==> config.mk <==
export PLATFORM = sky130hd
export DESIGN_NAME = i2c_master_bit_sequencer
export DESIGN_NICKNAME = d
export VERILOG_FILES = /design/src/hw/rtl/i2cbs_pkg.sv /design/src/hw/rtl/i2c_master_bit_sequencer.sv
export SDC_FILE = /design/constraint.sdc
export NUM_CORES = 1
export LEC_CHECK = 0
export BUFFER_PORTS_ARGS = -buffer_cell sky130_fd_sc_hd__buf_2
export CAP_MARGIN = 20
export CORE_MARGIN = 2
export CORE_UTILIZATION = 59
export DETAILED_ROUTE_END_ITERATION = 6
export GPL_TIMING_DRIVEN = 0
export PLACE_DENSITY_LB_ADDON = 0.05
export SLEW_MARGIN = 30
export SYNTH_ARGS = -nofsm -noshare
export SYNTH_HDL_FRONTEND = slang
export SYNTH_SLANG_ARGS = --single-unit
export TNS_END_PERCENT = 1
==> constraint.sdc <==
create_clock -name clk_i -period 9.7 [get_ports clk_i]
set_clock_uncertainty 0.05 [all_clocks]
set_input_delay 0.97 -clock clk_i [delete_from_list [all_inputs] [get_ports clk_i]]
set_output_delay 0.97 -clock clk_i [all_outputs]
set_load 0.02 [all_outputs]
==> src/hw/rtl/i2cbs_pkg.sv <==
// Package with command codes and bus phase tables for the I2C master bit sequencer.
`default_nettype none

package i2cbs_pkg;

  // Command codes; the tick code doubles as the idle marker of the active command.
  typedef enum logic [2:0] {
    CMD_IDLE  = 3'd0,
    CMD_START = 3'd1,
    CMD_STOP  = 3'd2,
    CMD_WRITE = 3'd3,
    CMD_READ  = 3'd4,
    CMD_SACK  = 3'd5,
    CMD_RACK  = 3'd6
  } cmd_e;

  localparam logic [7:0] HalfPeriodReset = 8'd5;

  // Driven bus levels of one phase.
  typedef struct packed {
    logic sda;
    logic scl;
  } levels_t;

  // Number of phases in the sequence of each command.
  function automatic logic [4:0] phase_total(input cmd_e cmd);
    logic [4:0] total;
    unique case (cmd)
      CMD_START: total = 5'd3;
      CMD_STOP:  total = 5'd3;
      CMD_WRITE: total = 5'd25;
      CMD_READ:  total = 5'd18;
      CMD_SACK:  total = 5'd5;
      CMD_RACK:  total = 5'd4;
      default:   total = 5'd0;
    endcase
    return total;
  endfunction

  // Bit position of a write phase: phases after the first come in groups of three.
  function automatic logic [2:0] write_bit(input logic [4:0] q);
    logic [2:0] k;
    k = 3'(q >= 5'd3) + 3'(q >= 5'd6) + 3'(q >= 5'd9) + 3'(q >= 5'd12)
      + 3'(q >= 5'd15) + 3'(q >= 5'd18) + 3'(q >= 5'd21);
    return k;
  endfunction

  // Levels driven in phase p of a command.
  function automatic levels_t phase_levels(input cmd_e cmd, input logic [4:0] p,
                                           input levels_t last, input logic [7:0] shift,
                                           input logic ack);
    levels_t    lv;
    logic [4:0] q;
    logic [2:0] k;
    logic [4:0] r;
    lv = last;
    q  = p - 5'd1;
    k  = write_bit(q);
    r  = q - {1'b0, k, 1'b0} - {2'b00, k};
    unique case (cmd)
      CMD_START: begin
        if (p == 5'd0) begin
          lv.sda = 1'b1;
        end else if (p == 5'd1) begin
          lv = '{sda: 1'b1, scl: 1'b1};
        end else begin
          lv = '{sda: 1'b0, scl: 1'b1};
        end
      end
      CMD_STOP: begin
        if (p == 5'd0) begin
          lv.sda = 1'b0;
        end else if (p == 5'd1) begin
          lv = '{sda: 1'b0, scl: 1'b1};
        end else begin
          lv = '{sda: 1'b1, scl: 1'b1};
        end
      end
      CMD_WRITE: begin
        if (p == 5'd0) begin
          lv.scl = 1'b0;
        end else begin
          lv.sda = shift[3'd7 - k];
          lv.scl = (r == 5'd1);
        end
      end
      CMD_READ: begin
        if (p == 5'd0) begin
          lv.scl = 1'b0;
        end else if (p >= 5'd17) begin
          lv = '{sda: 1'b1, scl: 1'b0};
        end else begin
          lv = '{sda: 1'b1, scl: ~p[0]};
        end
      end
      CMD_SACK: begin
        if (p == 5'd0) begin
          lv.scl = 1'b0;
        end else if (p >= 5'd4) begin
          lv = '{sda: 1'b1, scl: 1'b0};
        end else begin
          lv = '{sda: ack, scl: (p == 5'd2)};
        end
      end
      CMD_RACK: begin
        if (p == 5'd0) begin
          lv.scl = 1'b0;
        end else begin
          lv = '{sda: 1'b1, scl: (p == 5'd2)};
        end
      end
      default: lv = last;
    endcase
    return lv;
  endfunction

  // Phases that end with an SDA sample.
  function automatic logic sample_phase(input cmd_e cmd, input logic [4:0] p);
    logic s;
    unique case (cmd)
      CMD_READ: s = (p >= 5'd2) && (p <= 5'd16) && !p[0];
      CMD_RACK: s = (p == 5'd2);
      default:  s = 1'b0;
    endcase
    return s;
  endfunction

endpackage

`default_nettype wire

==> src/hw/rtl/i2c_master_bit_sequencer.sv <==
// Top level of the I2C master bit sequencer: command handling, phase stepping, result register.
`default_nettype none

// Single-master I2C bit engine. Each input transfer is either a tick (operation 0, one
// time step of the bus) or a command (start, stop, write byte, read byte, send ACK, read
// ACK). A command is taken only while idle; it drives its first bus phase at once, and
// each later phase follows after half_period ticks (0 acts as 1). SDA is sampled from
// sda_in_i on the tick that ends each SCL-high phase of a read. Every input transfer
// yields exactly one result transfer with the driven levels, busy, done, read data, the
// received ACK level and the rejected flag. One input transfer is taken per clock; the
// result is registered in the output register, and the input stalls only while that
// register holds a result that the output side is stalling. The user must write half_period
// through cfg_we_i / cfg_wdata_i only while no command is in progress; the block does not check.
module i2c_master_bit_sequencer (
  input  wire logic                 clk_i,
  input  wire logic                 rst_ni,
  // Configuration
  input  wire logic                 cfg_we_i,
  input  wire logic [7:0]           cfg_wdata_i,
  // Input channel
  input  wire logic                 in_valid_i,
  output logic                      in_stall_o,
  input  wire logic [2:0]           operation_i,
  input  wire logic [7:0]           data_i,
  input  wire logic                 ack_level_i,
  input  wire logic                 sda_in_i,
  // Output channel
  output logic                      out_valid_o,
  input  wire logic                 out_stall_i,
  output logic                      sda_out_o,
  output logic                      scl_out_o,
  output logic                      busy_res_o,
  output logic                      done_res_o,
  output logic [7:0]                read_data_o,
  output logic                      ack_received_o,
  output logic                      rejected_o
);
  import i2cbs_pkg::*;

  logic [7:0]       half_q;
  i2cbs_pkg::levels_t lv_q, lv_d;
  cmd_e             cmd_q, cmd_d;
  logic [4:0]       phase_q, phase_d;
  logic [7:0]       tick_q, tick_d;
  logic [7:0]       shift_q, shift_d;
  logic             ack_q, ack_d;

  logic             out_valid_q;
  logic             sda_q, scl_q, busy_q, done_q, rack_q, rej_q;
  logic [7:0]       rdata_q;

  logic             in_fire;
  logic             done_d, rack_d, rej_d;
  logic [7:0]       rdata_d;
  logic [7:0]       hp;
  logic [7:0]       tick_inc;
  logic [7:0]       shift_smp;
  logic [4:0]       phase_inc;
  cmd_e             op;

  // Input is held back only while a finished result waits on a stalled output.
  assign in_stall_o = out_valid_q & out_stall_i;
  assign in_fire    = in_valid_i & ~in_stall_o;

  assign op        = cmd_e'(operation_i);
  assign hp        = (half_q == 8'd0) ? 8'd1 : half_q;
  assign tick_inc  = tick_q + 8'd1;
  assign phase_inc = phase_q + 5'd1;
  assign shift_smp = sample_phase(cmd_q, phase_q) ? {shift_q[6:0], sda_in_i} : shift_q;

  // Command acceptance and phase stepping for one transfer.
  always_comb begin
    lv_d    = lv_q;
    cmd_d   = cmd_q;
    phase_d = phase_q;
    tick_d  = tick_q;
    shift_d = shift_q;
    ack_d   = ack_q;
    done_d  = 1'b0;
    rdata_d = 8'd0;
    rack_d  = 1'b0;
    rej_d   = 1'b0;
    unique case (op)
      CMD_IDLE: begin
        if (cmd_q != CMD_IDLE) begin
          if (tick_inc >= hp) begin
            tick_d  = 8'd0;
            shift_d = shift_smp;
            if (phase_inc >= phase_total(cmd_q)) begin
              done_d  = 1'b1;
              rdata_d = (cmd_q == CMD_READ) ? shift_smp : 8'd0;
              rack_d  = (cmd_q == CMD_RACK) ? shift_smp[0] : 1'b0;
              cmd_d   = CMD_IDLE;
              phase_d = 5'd0;
            end else begin
              phase_d = phase_inc;
              lv_d    = phase_levels(cmd_q, phase_inc, lv_q, shift_smp, ack_q);
            end
          end else begin
            tick_d = tick_inc;
          end
        end
      end
      CMD_START, CMD_STOP, CMD_WRITE, CMD_READ, CMD_SACK, CMD_RACK: begin
        if (cmd_q != CMD_IDLE) begin
          rej_d = 1'b1;
        end else begin
          cmd_d   = op;
          phase_d = 5'd0;
          tick_d  = 8'd0;
          shift_d = (op == CMD_WRITE) ? data_i : 8'd0;
          if (op == CMD_SACK) begin
            ack_d = ack_level_i;
          end
          lv_d = phase_levels(op, 5'd0, lv_q, shift_d, ack_d);
        end
      end
      default: begin
        // Unused operation code: nothing changes.
      end
    endcase
  end

  // Configuration register.
  always_ff @(posedge clk_i or negedge rst_ni) begin
    if (!rst_ni) begin
      half_q <= HalfPeriodReset;
    end else if (cfg_we_i) begin
      half_q <= cfg_wdata_i;
    end
  end

  // Sequencer state, updated on each accepted transfer.
  always_ff @(posedge clk_i or negedge rst_ni) begin
    if (!rst_ni) begin
      lv_q    <= '{sda: 1'b1, scl: 1'b1};
      cmd_q   <= CMD_IDLE;
      phase_q <= 5'd0;
      tick_q  <= 8'd0;
      shift_q <= 8'd0;
      ack_q   <= 1'b0;
    end else if (in_fire) begin
      lv_q    <= lv_d;
      cmd_q   <= cmd_d;
      phase_q <= phase_d;
      tick_q  <= tick_d;
      shift_q <= shift_d;
      ack_q   <= ack_d;
    end
  end

  // Output register valid flag.
  always_ff @(posedge clk_i or negedge rst_ni) begin
    if (!rst_ni) begin
      out_valid_q <= 1'b0;
    end else if (!in_stall_o) begin
      out_valid_q <= in_valid_i;
    end
  end

  // Output register payload.
  always_ff @(posedge clk_i) begin
    if (in_fire) begin
      sda_q   <= lv_d.sda;
      scl_q   <= lv_d.scl;
      busy_q  <= (cmd_d != CMD_IDLE);
      done_q  <= done_d;
      rdata_q <= rdata_d;
      rack_q  <= rack_d;
      rej_q   <= rej_d;
    end
  end

  assign out_valid_o    = out_valid_q;
  assign sda_out_o      = sda_q;
  assign scl_out_o      = scl_q;
  assign busy_res_o     = busy_q;
  assign done_res_o     = done_q;
  assign read_data_o    = rdata_q;
  assign ack_received_o = rack_q;
  assign rejected_o     = rej_q;

  // A finished command always leaves the sequencer idle.
  assert property (@(posedge clk_i) disable iff (!rst_ni)
    out_valid_q && done_q |-> !busy_q)
    else $error("done reported while still busy");

  // A command is only rejected while another one is in progress.
  assert property (@(posedge clk_i) disable iff (!rst_ni)
    out_valid_q && rej_q |-> busy_q)
    else $error("rejected reported while idle");

  // An idle sequencer holds cleared phase and tick counters.
  assert property (@(posedge clk_i) disable iff (!rst_ni)
    cmd_q == CMD_IDLE |-> phase_q == 5'd0 && tick_q == 8'd0)
    else $error("counters not cleared while idle");

  // Phase index stays below the length of the active sequence.
  assert property (@(posedge clk_i) disable iff (!rst_ni)
    cmd_q != CMD_IDLE |-> phase_q < phase_total(cmd_q))
    else $error("phase index beyond end of sequence");

endmodule

`default_nettype wire

* Word-level counts from Yosys, hierarchy flattened *
Index checks and enable logic that the tools add are counted.

storage, ports and cells
  output and inout port bits = 16
  register bits = 50
  logic and storage cells = 137
  input bits = 26

cells by class
  bitwise gates (word level) = 5
  mux-type cells = 53
  reduce and logical (&&, ||, !) cells = 18
  $add $sub $neg = 12
  equality and inequality tests = 19
  $lt $le $gt $ge = 14

operators with widths
  kind                 number
  $mux 8               9
  $mux 5               7
  $pmux 8 s2           2
  $pmux 5 s5           1
  $eq 3x3->1 const B   6
  $mux 1               16
  $ge 5x4->1 const B   3
  $ge 5x5->1 const B   3
  $reduce_and 5->1     3
  $mux 2               7
  $add 3x1->3          4
  $eq 3x2->1 const B   4
  $mux 3               4
  $pmux 2 s6           1
  $eq 5x1->1 const B   2
  $eq 5x2->1 const B   2
  $ge 5x2->1 const B   2
  $ge 5x3->1 const B   2
  $pmux 5 s2           1
  $add 8x1->8 const B  1
  $ge 8x8->1           1
  $logic_not 8->1      1
  $reduce_and 4->1     2
  $eq 3x1->1 const B   2
  28 further kinds     35

* Depth between registers and ports, before layout *
  word-level depth = 18
  mapped depth = 22
  depth with buffers taken out = 20

* Least setup slack after synthesis *
OpenSTA, ideal clock, no wires.

  path type = register -> register
  from = reg phase_q[1]
  to = reg scl_q, in the netlist scl_out_o (data pin)
  clock period less this slack = 5.869 ns
  path slack = 3.831 ns
  library setup time = 0.268 ns
  data arrival time = 5.551 ns
  data required time = 9.382 ns
  stages on the path, launching flop included = 22
  cell sequence = dfrtp_1 -> clkbuf_1 -> inv_1 -> ha_1 -> nor3_1 -> xnor2_1 -> o211a_1 -> fa_1 -> fa_1 -> fa_1 -> fa_1 -> clkbuf_1 -> inv_1 -> ha_1 -> inv_1 -> fa_1 -> xor2_1 -> nor3_1 -> a31oi_1 -> nor3_1 -> o221ai_1 -> o21ai_0

RTL lines
  item                    RTL line                         source
  start, declared         i2c_master_bit_sequencer.sv:43   logic [4:0] phase_q, phase_d;
  start signal, assigned  i2c_master_bit_sequencer.sv:145  phase_q <= phase_d;
  end signal, assigned    i2c_master_bit_sequencer.sv:165  scl_q <= lv_d.scl;
  end, declared           i2c_master_bit_sequencer.sv:49   logic sda_q, scl_q, busy_q, done_q, rack_q, rej_q;

==> impl_results.md <==
* Area grow syn2layout at 11.3%
* Hold-fix buffers, CTS at 0
* CTS H-Tree Depth at 2
* Reg2reg end: scl_out_o
* Setup TNS at 0 ns
* Starting Density at between 60% and 70%
* Mapped Nets at roughly 450
* Die width at just over 80 µm
* Reg clk slew, reported paths at 0.09 ns
* Yosys warns at 0
* Startpoint types: register
* Max-Cap Viols at 0
* CTS Root Cell: clkbuf_8
* # setup viols final at 0
* Antenna violations before repair at 0
* Critical R2R Launch: phase_q[1]
* CP Data Required Time at approximately 9.7 ns
* Buffer levels on the longest clock path at 2
* TritonCTS Buffers at 5
* Total setup buffers inserted after CTS at 0
* Fin crit share at between 60% and 70%
* Worst r2r path cells at 21
* First-pass GRT wire length at 14.1 mm
* Unique masters post-synth at 64
* Measured slew at the worst slew-check pin at 0.812 ns
* Worst EP arrival at 6.66 ns
* Crit Path Max Fanout at 10
* Ys flop type: dfrtp_1
* Layout cell share with drive strength beyond 1 at 18.2%
* Worst Hold Class: reg2reg
* Number of synthesized flops with an enable pin at 14
* Vias per inst at 6.12
* Placer's final routability congestion estimate at 0.899
* Die Y at 82.7 µm
* Number of clock sinks at 50
* Total gr overflow at 0
* IO Pins at 42
* Number of diodes at 0
* R2r setup slk at around 3.0 ns
* CORE AREA at 0.00596 mm²
* Die area at 0.00683 mm²
* Insertion delay to the later sink of the worst-skew pair at around 0.31 ns
* Avg Inst Size Synth at between 9 and 10 µm²
* Final Max Slew Viols at 0
* Post-CTS resize count at 0
* Total track usage at a little over a quarter
* Area of the mapped netlist at 0.00365 mm²
* Slew HR at between 40% and 50%
* Post-synth ARST share at between 70% and 80%
* Hold Path Origin: out_valid_o
* Largest net degree at the start of global routing at 37
* Seq/Total Area, Yosys at a little over a third
* Gate Count Post-Synth at slightly below 400
* CP Capture Type: register
* Cell Pwr Density at about 210 mW/mm²
* Port bufs at 40
* Hold WS at about 0.48 ns
* Nets at a little under 500
* Final ANT Viol Nets at 0
* Total routed wirelength at roughly 8.7 mm
* WHS Path Cells at 2
* Outcome: finished, final reports clean
* Total number of vias at ~3.1k
* Peak supply drop at between 100 and 150 µV
* Hold Path End: out_valid_o
* Hpwl dp at between 6 and 7 mm
* CTS tree: done
* Cell Rows at 28
* Leak Pwr at around 1.8 nW
* RSZ-0062 raised after global routing: no
* WL/cell at approximately 17 µm
* DRT Pass-1 Iters at 7
* Initial drt markers at 168
* Vias in the first global route at approximately 3k
* Register bit total from synthesis at 50
* Worst setup path class: reg2reg
* Final hold vios at 0
* FMAX at 150 MHz
* Tmin final at approximately 6.7 ns
* DR DRC count at 0
* Worst Setup SP: phase_q[1]
==> cells in the mapped netlist, types with 9 or more instances <==
cell type,n,area (µm²)
ha_1,24,300
nor2_1,30,113
a21oi_1,16,80.1
inv_1,24,90.1
edfxtp_1,14,420
o21ai_0,27,135
a22o_1,22,193
nand2_1,38,143
nor3_1,9,45.0
dfrtp_1,32,801
nand3_1,17,85.1
mux2i_1,11,110
xor2_1,10,87.6
==> through the flow <==
stage	total power (W)	instances	utilization [%]	setup slack, ns	area [µm²]
after detailed placement	0.000691	506	66.2	3.16	3940
after CTS	0.000851	514	68.2	3.12	4060
after global placement	0.000677	506	66.2	3.24	3940
after floorplan	0.000585	391	-	3.83	3650
after global routing	0.000916	514	68.2	2.59	4060
final	0.000854	514	68.2	3.04	4060
==> power breakdown <==
group	internal, W	switching [W]	total [W]
Combinational	0.000157	0.000253	0.000410
Clock	0.0000787	0.0000767	0.000155
Sequential	0.000250	0.0000381	0.000288
Total	0.000486	0.000368	0.000854
==> state kept, by name, summed over array words and instances, names as in the netlist <==
signal	cells
scl_out_o	1
ack_received_o	1
ack_q	1
done_res_o	1
phase_q	5
tick_q	8
read_data_o	8
out_valid_o	1
busy_res_o	1
shift_q	8
cmd_q	3
lv_q	2
half_q	8
rejected_o	1
sda_out_o	1
==> cell usage in the layout (no fill, tap or decap), drive strengths merged, types with 13 or more instances in the layout <==
cell type,Yosys,layout
buf,11,51
nand2,38,38
dfrtp,32,32
nor2,30,30
o21ai,29,29
inv,24,25
ha,24,24
a22o,22,22
a21oi,19,19
nand3,17,17
edfxtp,14,14
clkbuf,8,13
==> area by class of cell <==
| cell class | count | area (µm²) |
|---|---|---|
| clock buffers | 5 | 68.8 |
| well taps | 75 | 93.8 |
| inverters | 25 | 93.8 |
| clock inverters | 3 | 48.8 |
| flip-flops and latches | 50 | 1330 |
| fillers | 465 | 1890 |
| plain buffers | 19 | 91.3 |
| repair buffers | 40 | 200 |
| multi-input cells | 297 | 2140 |
==> worst max path at each step <==
stage,endpoint,slack (ns),cells after the start
finish,scl_out_o,3.04,21
global route,scl_out_o,2.59,21
CTS,scl_out_o,3.12,21
detailed placement,scl_out_o,3.16,21
global placement,scl_out_o,3.24,21
floorplan,scl_out_o,3.83,21
==> metal layers <==
metal / vias up / track usage (%) / share of wire (%) / wire length [µm]
met2: 93 / 43.9 / 48 / 4150
met1: 1515 / 37.3 / 46 / 4000
met4: 0 / 9.84 / 2.1 / 184
met3: 16 / 3.15 / 4.1 / 357
met5: - / 0 / 0 / 0
li1: 1521 / - / - / -
==> critical path, stage by stage (launching register included) <==
cell and delay [ns]:
dfrtp_1 0.50, clkbuf_1 0.40, inv_1 0.19, ha_1 0.38, nor3_1 0.28, xnor2_1 0.20, o211a_1 0.29, fa_1 0.50
fa_1 0.52, fa_1 0.45, fa_1 0.49, clkbuf_1 0.28, inv_1 0.18, ha_1 0.32, inv_1 0.07, fa_1 0.43
xor2_1 0.18, nor3_1 0.06, a31oi_1 0.23, nor3_1 0.07, o221ai_1 0.22, o21ai_0 0.13
==> cell families after synthesis <==
| family | count (synthesis) | share of synthesized area (%) |
|---|---|---|
| AO/OA/AOI/OAI | 112 | 22.2 |
| XOR/XNOR | 17 | 4.08 |
| adder cells (fa/ha/maj) | 29 | 11.0 |
| buffers and inverters | 44 | 5.07 |
| flip-flops | 50 | 36.3 |
| multiplexers | 18 | 5.49 |
| AND/OR/NAND/NOR | 121 | 15.8 |
No activity file was read; power rests on OpenSTA's default activity.
